### src/rtl/efc_pkg.sv
// ----------------------------------------------------------------------------
// efc_pkg
// Shared types and constants for the exact fraction comparator.
// ----------------------------------------------------------------------------
package efc_pkg;

  // Significant bits of each operand; upper field bits are ignored.
  localparam int unsigned OperandWidth = 64;
  localparam int unsigned CntWidth     = $clog2(OperandWidth);

  typedef struct packed {
    logic [63:0] left_num;
    logic [63:0] left_den;
    logic [63:0] right_num;
    logic [63:0] right_den;
  } in_t;

  typedef struct packed {
    logic at_least;
    logic zero_denominator;
  } out_t;

  // Controller to datapath.
  typedef struct packed {
    logic load;     // take a new operand beat, clear the expansion
    logic step;     // one restoring-division bit on both sides
    logic advance;  // reciprocal step: den -> num, rem -> den
    logic out_load; // copy result into the output register
  } cmd_t;

  // Datapath to controller.
  typedef struct packed {
    logic zero_den; // a denominator is zero
    logic decided;  // quotients/remainders settle the comparison
  } status_t;

endpackage

### src/rtl/efc_datapath.sv
// ----------------------------------------------------------------------------
// efc_datapath
// Operand registers, twin bit-serial dividers and the decision logic.
// ----------------------------------------------------------------------------
module efc_datapath import efc_pkg::*; (
  input  logic    clk_i,
  input  in_t     in_data_i,
  input  cmd_t    cmd_i,
  output status_t status_o,
  output out_t    result_o
);

  localparam int unsigned W = OperandWidth;

  logic [W-1:0] ls_q, ls_d, rs_q, rs_d;   // dividend shift registers
  logic [W-1:0] ld_q, ld_d, rd_q, rd_d;   // divisors
  logic [W-1:0] lr_q, lr_d, rr_q, rr_d;   // partial remainders
  logic [W-1:0] lq_q, lq_d, rq_q, rq_d;   // quotients
  logic         flip_q, flip_d;

  logic [W:0]   l_trial, r_trial;
  logic         l_ge, r_ge;
  logic         verdict;

  assign l_trial = {lr_q, ls_q[W-1]};
  assign r_trial = {rr_q, rs_q[W-1]};
  assign l_ge    = l_trial >= {1'b0, ld_q};
  assign r_ge    = r_trial >= {1'b0, rd_q};

  always_comb begin
    ls_d   = ls_q;
    rs_d   = rs_q;
    ld_d   = ld_q;
    rd_d   = rd_q;
    lr_d   = lr_q;
    rr_d   = rr_q;
    lq_d   = lq_q;
    rq_d   = rq_q;
    flip_d = flip_q;
    if (cmd_i.load) begin
      ls_d   = in_data_i.left_num[W-1:0];
      ld_d   = in_data_i.left_den[W-1:0];
      rs_d   = in_data_i.right_num[W-1:0];
      rd_d   = in_data_i.right_den[W-1:0];
      lr_d   = '0;
      rr_d   = '0;
      lq_d   = '0;
      rq_d   = '0;
      flip_d = 1'b0;
    end else if (cmd_i.step) begin
      ls_d = {ls_q[W-2:0], 1'b0};
      rs_d = {rs_q[W-2:0], 1'b0};
      lr_d = l_ge ? W'(l_trial - {1'b0, ld_q}) : l_trial[W-1:0];
      rr_d = r_ge ? W'(r_trial - {1'b0, rd_q}) : r_trial[W-1:0];
      lq_d = {lq_q[W-2:0], l_ge};
      rq_d = {rq_q[W-2:0], r_ge};
    end else if (cmd_i.advance) begin
      ls_d   = ld_q;
      rs_d   = rd_q;
      ld_d   = lr_q;
      rd_d   = rr_q;
      lr_d   = '0;
      rr_d   = '0;
      lq_d   = '0;
      rq_d   = '0;
      flip_d = ~flip_q;
    end
  end

  always_ff @(posedge clk_i) begin
    ls_q   <= ls_d;
    rs_q   <= rs_d;
    ld_q   <= ld_d;
    rd_q   <= rd_d;
    lr_q   <= lr_d;
    rr_q   <= rr_d;
    lq_q   <= lq_d;
    rq_q   <= rq_d;
    flip_q <= flip_d;
  end

  // Differing quotients decide; otherwise an exhausted remainder does.
  always_comb begin
    status_o.zero_den = (ld_q == '0) || (rd_q == '0);
    status_o.decided  = 1'b0;
    verdict           = 1'b0;
    if (lq_q != rq_q) begin
      status_o.decided = 1'b1;
      verdict          = flip_q ? (lq_q < rq_q) : (lq_q > rq_q);
    end else if ((lr_q == '0) || (rr_q == '0)) begin
      status_o.decided = 1'b1;
      if (lr_q == rr_q) begin
        verdict = 1'b1;
      end else begin
        verdict = flip_q ? (lr_q == '0) : (rr_q == '0);
      end
    end
  end

  assign result_o.zero_denominator = status_o.zero_den;
  assign result_o.at_least         = ~status_o.zero_den & verdict;

endmodule

### src/rtl/efc_ctrl.sv
// ----------------------------------------------------------------------------
// efc_ctrl
// Sequencer: load, divide bit by bit, decide or take the reciprocal, hand off.
// ----------------------------------------------------------------------------
module efc_ctrl import efc_pkg::*; (
  input  logic    clk_i,
  input  logic    rst_ni,
  input  logic    in_valid_i,
  output logic    in_stall_o,
  input  logic    out_free_i,
  input  status_t status_i,
  output cmd_t    cmd_o
);

  typedef enum logic [4:0] {
    StIdle   = 5'b00001,
    StCheck  = 5'b00010,
    StDiv    = 5'b00100,
    StDecide = 5'b01000,
    StDone   = 5'b10000
  } state_e;

  localparam logic [CntWidth-1:0] LastBit = CntWidth'(OperandWidth - 1);

  state_e              state_q, state_d;
  logic [CntWidth-1:0] cnt_q, cnt_d;

  assign in_stall_o = (state_q != StIdle);

  always_comb begin
    state_d = state_q;
    cnt_d   = cnt_q;
    cmd_o   = '0;
    unique case (state_q)
      StIdle: begin
        if (in_valid_i) begin
          cmd_o.load = 1'b1;
          state_d    = StCheck;
        end
      end
      StCheck: begin
        cnt_d = '0;
        if (status_i.zero_den) begin
          state_d = StDone;
        end else begin
          state_d = StDiv;
        end
      end
      StDiv: begin
        cmd_o.step = 1'b1;
        cnt_d      = cnt_q + 1'b1;
        if (cnt_q == LastBit) begin
          state_d = StDecide;
        end
      end
      StDecide: begin
        cnt_d = '0;
        if (status_i.decided) begin
          state_d = StDone;
        end else begin
          cmd_o.advance = 1'b1;
          state_d       = StDiv;
        end
      end
      StDone: begin
        if (out_free_i) begin
          cmd_o.out_load = 1'b1;
          state_d        = StIdle;
        end
      end
      default: begin
        state_d = StIdle;
      end
    endcase
  end

  always_ff @(posedge clk_i or negedge rst_ni) begin
    if (!rst_ni) begin
      state_q <= StIdle;
      cnt_q   <= '0;
    end else begin
      state_q <= state_d;
      cnt_q   <= cnt_d;
    end
  end

endmodule

### src/rtl/exact_fraction_compare.sv
// ----------------------------------------------------------------------------
// exact_fraction_compare
// Exact test of left_num/left_den >= right_num/right_den by lockstep
// continued-fraction expansion, with no product wider than an operand.
// ----------------------------------------------------------------------------
// Sequence: a zero denominator goes from accept straight to the result;
//   otherwise each expansion term runs a full division of both sides,
//   one bit per cycle in the restoring dividers, then a decide step.
// Throughput: one item at a time; the next beat is taken as soon as the
//   result sits in the output register, even while that result is stalled.
// Reset: asynchronous, active low; clears the sequencer and output valid.
// ----------------------------------------------------------------------------
module exact_fraction_compare import efc_pkg::*; (
  input  logic clk_i,
  input  logic rst_ni,
  // operand channel
  input  logic in_valid_i,
  output logic in_stall_o,
  input  in_t  in_data_i,
  // result channel
  input  logic out_stall_i,
  output logic out_valid_o,
  output out_t out_data_o
);

  cmd_t    cmd;
  status_t status;
  out_t    result;

  logic    out_valid_q, out_valid_d;
  out_t    out_q;
  logic    out_free;

  // The output register is free when empty or when its beat leaves now.
  assign out_free = ~out_valid_q | ~out_stall_i;

  efc_ctrl u_ctrl (
    .clk_i      (clk_i),
    .rst_ni     (rst_ni),
    .in_valid_i (in_valid_i),
    .in_stall_o (in_stall_o),
    .out_free_i (out_free),
    .status_i   (status),
    .cmd_o      (cmd)
  );

  efc_datapath u_datapath (
    .clk_i     (clk_i),
    .in_data_i (in_data_i),
    .cmd_i     (cmd),
    .status_o  (status),
    .result_o  (result)
  );

  // Output register: load a finished result, drop the beat once taken,
  // hold it while stalled.
  always_comb begin
    out_valid_d = out_valid_q;
    if (cmd.out_load) begin
      out_valid_d = 1'b1;
    end else if (!out_stall_i) begin
      out_valid_d = 1'b0;
    end
  end

  always_ff @(posedge clk_i or negedge rst_ni) begin
    if (!rst_ni) begin
      out_valid_q <= 1'b0;
    end else begin
      out_valid_q <= out_valid_d;
    end
  end

  always_ff @(posedge clk_i) begin
    if (cmd.out_load) begin
      out_q <= result;
    end
  end

  assign out_valid_o = out_valid_q;
  assign out_data_o  = out_q;

  // A zero denominator never reports the left side as at least the right.
  a_zero_den_false: assert property (@(posedge clk_i) disable iff (!rst_ni)
    out_valid_o |-> !(out_data_o.zero_denominator && out_data_o.at_least))
    else $error("zero_denominator with at_least set");

  // An accepted beat keeps the input side stalled on the next cycle.
  a_busy_after_accept: assert property (@(posedge clk_i) disable iff (!rst_ni)
    (in_valid_i && !in_stall_o) |=> in_stall_o)
    else $error("input not stalled after accept");

  // A result is loaded only when the output register can take it.
  a_no_overwrite: assert property (@(posedge clk_i) disable iff (!rst_ni)
    cmd.out_load |-> (!out_valid_q || !out_stall_i))
    else $error("output register overwritten while stalled");

  // Loading a result never happens in the same cycle as taking a new beat.
  a_load_excl: assert property (@(posedge clk_i) disable iff (!rst_ni)
    cmd.out_load |-> in_stall_o)
    else $error("result load overlaps operand accept");

endmodule
### config.mk
export PLATFORM = sky130hd
export DESIGN_NAME = exact_fraction_compare
export DESIGN_NICKNAME = d
export VERILOG_FILES = /design/src/rtl/efc_pkg.sv /design/src/rtl/efc_datapath.sv /design/src/rtl/efc_ctrl.sv /design/src/rtl/exact_fraction_compare.sv
export SDC_FILE = /design/constraint.sdc
export NUM_CORES = 2
export LEC_CHECK = 0
export BUFFER_PORTS_ARGS = -buffer_cell sky130_fd_sc_hd__buf_2
export CAP_MARGIN = 20
export CELL_PAD_IN_SITES_DETAIL_PLACEMENT = 1
export CELL_PAD_IN_SITES_GLOBAL_PLACEMENT = 1
export CORE_ASPECT_RATIO = 0.7
export CORE_UTILIZATION = 36
export CTS_CLUSTER_SIZE = 25
export DETAILED_ROUTE_END_ITERATION = 7
export PLACE_DENSITY = 0.7
export SLEW_MARGIN = 40
export SYNTH_ARGS = -nofsm -noshare
export SYNTH_HDL_FRONTEND = slang
export SYNTH_HIERARCHICAL = 1
export SYNTH_SLANG_ARGS = --single-unit
export TNS_END_PERCENT = 100
### constraint.sdc
create_clock -name clk_i -period 5.9 [get_ports clk_i]
set_clock_uncertainty 0.05 [all_clocks]
set_input_delay 0.885 -clock clk_i [delete_from_list [all_inputs] [get_ports clk_i]]
set_output_delay 0.885 -clock clk_i [all_outputs]
set_load 0.03 [all_outputs]
# ---- After elaboration in Yosys (flattened, before gate mapping)
# Index checks and enable logic that the tools add are counted.
dict set report word_totals {
  ramBits 0
  output_inout_bits 4
  mem_bits_ro 0
  reg_bits 527
  word_cells 98
  mem_count 0
  latch_bits 0
}
dict set report op_classes {
  bitwise 7
  addsub 3
  magnitude_cmp 4
  mul 0
  n_eq_ne 14
  reduce_logical 14
  mux 42
  n_div 0
  n_shift 0
}
# op n
set ops {}
lappend ops {{2-to-1 mux 64 bit} 19}
lappend ops {{logical NOT 64 bit} 4}
lappend ops {{greater-or-equal comparator 65 x 64 -> 1 bit} 2}
lappend ops {{subtractor 64 bit} 2}
lappend ops {{== test 64 bit} 1}
lappend ops {{greater-than comparator 64 bit} 1}
lappend ops {{less-than comparator 64 bit} 1}
lappend ops {{inequality test 64 bit} 1}
lappend ops {{2-to-1 mux 5 bit} 5}
lappend ops {{case mux 5 bit (5 select lines)} 1}
lappend ops {{2-to-1 mux 1 bit} 16}
lappend ops {{case mux 6 bit (2 select lines)} 1}
lappend ops {{adder 6 x 1 -> 6 bit, second input constant} 1}
lappend ops {{== test 6 bit, second input constant} 1}
lappend ops {{inequality test 2 x 1 -> 1 bit, second input constant} 3}
lappend ops {{nonzero test 2 bit} 3}
lappend ops {{== test 5 x 1 -> 1 bit, second input constant} 1}
lappend ops {{== test 5 x 2 -> 1 bit, second input constant} 1}
lappend ops {{== test 5 x 3 -> 1 bit, second input constant} 1}
lappend ops {{== test 5 x 4 -> 1 bit, second input constant} 1}
lappend ops {{== test 5 bit, second input constant} 1}
lappend ops {{inequality test 5 x 1 -> 1 bit, second input constant} 1}
lappend ops {{inverter 1 bit} 5}
lappend ops {{inequality test 2 bit, second input constant} 2}
lappend ops {{other kinds (7)} 9}

# ---- Longest topological paths before layout
dict set report logic_depth {
  depth_word 9
  depth_mapped 16
  mapped_depth_nobuf 14
}

# ---- Hierarchy
# The synthesis kept the hierarchy.
# module seq_area_each_um2 area_each_um2 cells_each instances
set by_module_without_submodules {}
lappend by_module_without_submodules {efc_datapath 12832.3 30490.5 3275 1}
lappend by_module_without_submodules {efc_ctrl 276.5 645.6 68 1}
lappend by_module_without_submodules {exact_fraction_compare 85.1 96.3 5 1}

# ---- Worst setup path before layout
# No wires, ideal clock.
dict set report synth_path {
  path_kind {reg2reg}
  startpoint {register u_datapath.rq_q[13]}
  endpoint {register u_datapath.ls_q[0], enable pin}
  synth_period_minus_slack_ps 6441
  t_required_ps 5306
  arrival_ps 5847
  setup_ps 544
  path_buffers 1
  stages_incl_launch_ff 13
  path_slack_ps -541
  path_cell_list {dfxtp_1 inv_1 ha_1 nand4_1 or2_2 nor3_1 nand3b_1 or3_1 nand4b_1 inv_1 nor3_1 inv_1 clkbuf_1}
}
# element line
set synth_lines {}
lappend synth_lines {{start: declaration} efc_datapath.sv:18} ;# logic [W-1:0] lq_q, lq_d, rq_q, rq_d;
lappend synth_lines {{start signal: assignment} efc_datapath.sv:78} ;# rq_q <= rq_d;
lappend synth_lines {{end signal: assignment} efc_datapath.sv:71} ;# ls_q <= ls_d;
lappend synth_lines {{end: declaration} efc_datapath.sv:15} ;# logic [W-1:0] ls_q, ls_d, rs_q, rs_d;

==> impl_metrics.yaml <==
sta:
  final-hold-violation-count: 0
  fin_crit_sh: 0.8159
  final_max_slew_viol_count: 0
  finalCriticalPeriod_ns: 4.814
  fmax_ghz: 0.2077
  final-setup-viol-count: 0
  slew_headroom: 0.3287
  fin_setup_tns_ns: 0
  worstMarginPinSlew_ns: 0.9978
  rsz0062_at_grt: "false"
floorplanning:
  rows: 89
  die_h_um: 248.4
  die_w_um: 354.1
  io_pins: 264
  initial_core_util: 0.3671
  die_area_sq_um: 87960
  core-area_sq_um: 85080
logic_synthesis:
  synth_area_sq_um: 31230
  yosysWarnings: 6
  yosys.area.top_type: "edfxtp_1"
  ys.flop_type: "edfxtp_1"
  yosysUniqueCellTypes: 77
  synth_edf_count: 258
  synth_seq_area_share: 0.4224
  yosysMostFrequentCell: "nand2_1"
  syn_nets: 3803
  synth-seq-cells: 527
  netlist.area_leader.share: 0.2481
  synth_cells: 3348
  ys_async_sr_fraction: 0.02277
  synth_commonest_cells: "nand2_1 (351), o21ai_0 (325), edfxtp_1 (258)"
  synth_area_leaders: "edfxtp_1 (25%), dfxtp_1 (16%), ha_1 (7.7%)"
  avgSynthCellArea_sq_um: 9.329
route:
  ant_nets: 0
  vias_per_cell: 5.643
  drt_iter0_markers: 2118
  postRouteWirelength_mm: 103.8
  drc: 0
  vias: 26530
  dr.pass1.iters: 6
  wl_per_cell_um: 22.08
pwr:
  power_mw: 13.07
  p_leak_nw: 14.16
  powerDensity_nw_per_um2: 368.1
  ir_drop_uv: 471.9
run:
  cap_violations: 0
finish:
  utilization: 0.4174
  nNetsFinal: 3970
  syn2layout_area_growth_pct: 13.71
  drive_above_1_share: 0.1490
global_routing:
  grt_pass1_wl_mm: 160.2
  grt_pass1_vias: 26030
  overflow: 0
  grt_max_degree: 164
  grt_use_total: 0.2306
  antenna_found_initial: 6
clock_network:
  tritoncts: "done"
  clkTransAtPathRegs_ns: 0.07
  clock_path_buffers: 3
  cts_resized: 0
  clk_latency_ns: 0.63
  h-tree-depth: 2
  numCtsBuffers: 56
  cts_hold_buffers: 0
  root_buffer: "clkbuf_16"
  cts_sinks: 527
  cts_setup_buffers: 0
critical_path:
  worstSetupPathType: "flip-flop to flip-flop"
  critPathLaunchType: "flip-flop"
  arrival_ns: 5.03
  required_ns: 6.12
  end_kind: "flip-flop"
  crit_fanout: 37
placement:
  gp_congestion: 0.8925
  hpwl_mm: 76.71
  io_buffers: 263
hold_path:
  hold_path.class: "input pin to async pin"
outcome:
  status: "finished clean"
==> cell usage in the layout (no fill, tap or decap), types with 56 or more instances in the layout <==
cell       synthesis  final
buf_2             20    263
mux2i_1          137    137
nand2_1          351    351
mux2_2           128    128
ha_1             193    193
a22o_1            88     88
nand4_1           60     60
clkbuf_16          0     61
nor4_1            75     74
o21ai_0          325    325
edfxtp_1         258    258
inv_1            229    227
dfxtp_1          257    257
xor2_1            56     56
a21oi_1          231    231
xnor2_1           61     61
nor2_1           149    148
a21o_1            77     77
o22ai_1           62     62
==> path summary, 6_finish.rpt <==
kind                                                       start                               end  slack, ns  cells past startpoint
worst max-delay path            u_datapath/lq_q[63]$_SDFFE_PP0P_     u_datapath/ld_q[36]$_DFFE_PP_       1.09                     11
min in group clk_i                                   out_stall_i           out_valid_o$_DFFE_PN0P_       0.42                      2
worst min register to register  u_datapath/rq_q[60]$_SDFFE_PP0P_  u_datapath/rq_q[61]$_SDFFE_PP0P_       0.42                      2
max in group asynchronous                                 rst_ni     u_ctrl/state_q[0]$_DFFE_PN1P_       5.39                      1
worst max register to register  u_datapath/lq_q[63]$_SDFFE_PP0P_     u_datapath/ld_q[36]$_DFFE_PP_       1.09                     11
worst min-delay path                                      rst_ni           out_valid_o$_DFFE_PN0P_        0.1                      1
==> cell families after synthesis <==
| family | share of synthesized area |
|---|---|
| muxes | 0.09006 |
| xor gates and xnor gates | 0.03281 |
| and+or+nand+nor | 0.1217 |
| DFF | 0.4224 |
| buffers and inverters | 0.05084 |
| adders and majority gates | 0.07860 |
| AOI/OAI and AO/OA | 0.2035 |
==> through the flow <==
step | cell area (sq um) | hold slack (ns) | instances | worst slack (ns)
after CTS | 35480 | 0.07415 | 4699 | 1.035
after detailed placement | 33620 | 0.4308 | 4593 | 1.079
after global routing | 35510 | 0.1017 | 4700 | 0.8327
final | 35510 | 0.09978 | 4701 | 1.086
after global placement | 33540 | 0.4228 | 4590 | 1.317
after floorplan | 31230 | 0.3894 | 3348 | 1.389
==> worst max-delay path, cell delays in order, from the launching register on <==
cell	delay [ns]
dfxtp_1	0.34
ha_1	0.34
nand4_1	0.17
nor4_1	0.68
nand3_1	0.35
nand3b_1	0.37
or3_1	0.48
nand4b_1	0.22
inv_1	0.13
nor2b_1	0.21
or2_4	0.63
buf_4	0.46
==> per-layer routing <==
layer / GRT usage / wire length [um] / share of wire
met5: 0 / 52 / 0.00050
met1: 0.3797 / 55580 / 0.54
met3: 0.04176 / 6996 / 0.067
met4: 0.04175 / 1572 / 0.015
met2: 0.3038 / 39580 / 0.38
==> power by group <==
group          internal (mW)  leakage [nW]  switching (mW)
Clock                   2.05         0.901            1.56
Combinational           1.32          8.57            2.72
Sequential              4.91          4.69           0.515
Total                   8.28          14.2            4.80
==> flip-flops by register name, indices dropped and copies added (netlist names) <==
signal             flops
u_datapath/flip_q      1
u_datapath/rs_q       64
u_datapath/rq_q       64
out_valid_o            1
out_data_o             2
u_ctrl/cnt_q           6
u_datapath/ls_q       64
u_datapath/lq_q       64
u_ctrl/state_q         5
u_datapath/lr_q       64
u_datapath/ld_q       64
u_datapath/rr_q       64
u_datapath/rd_q       64
==> layout make-up <==
type	instances	area, sq um
antenna	1	2.502
clock buffer	77	1617
clock inverter	29	239.0
fill	9841	49560
inverter	229	879.6
multi-input combinational	2412	16500
sequential	527	13190
tap	1137	1423
timing repair buffer	289	1659
(Power assumes the default switching activity.)
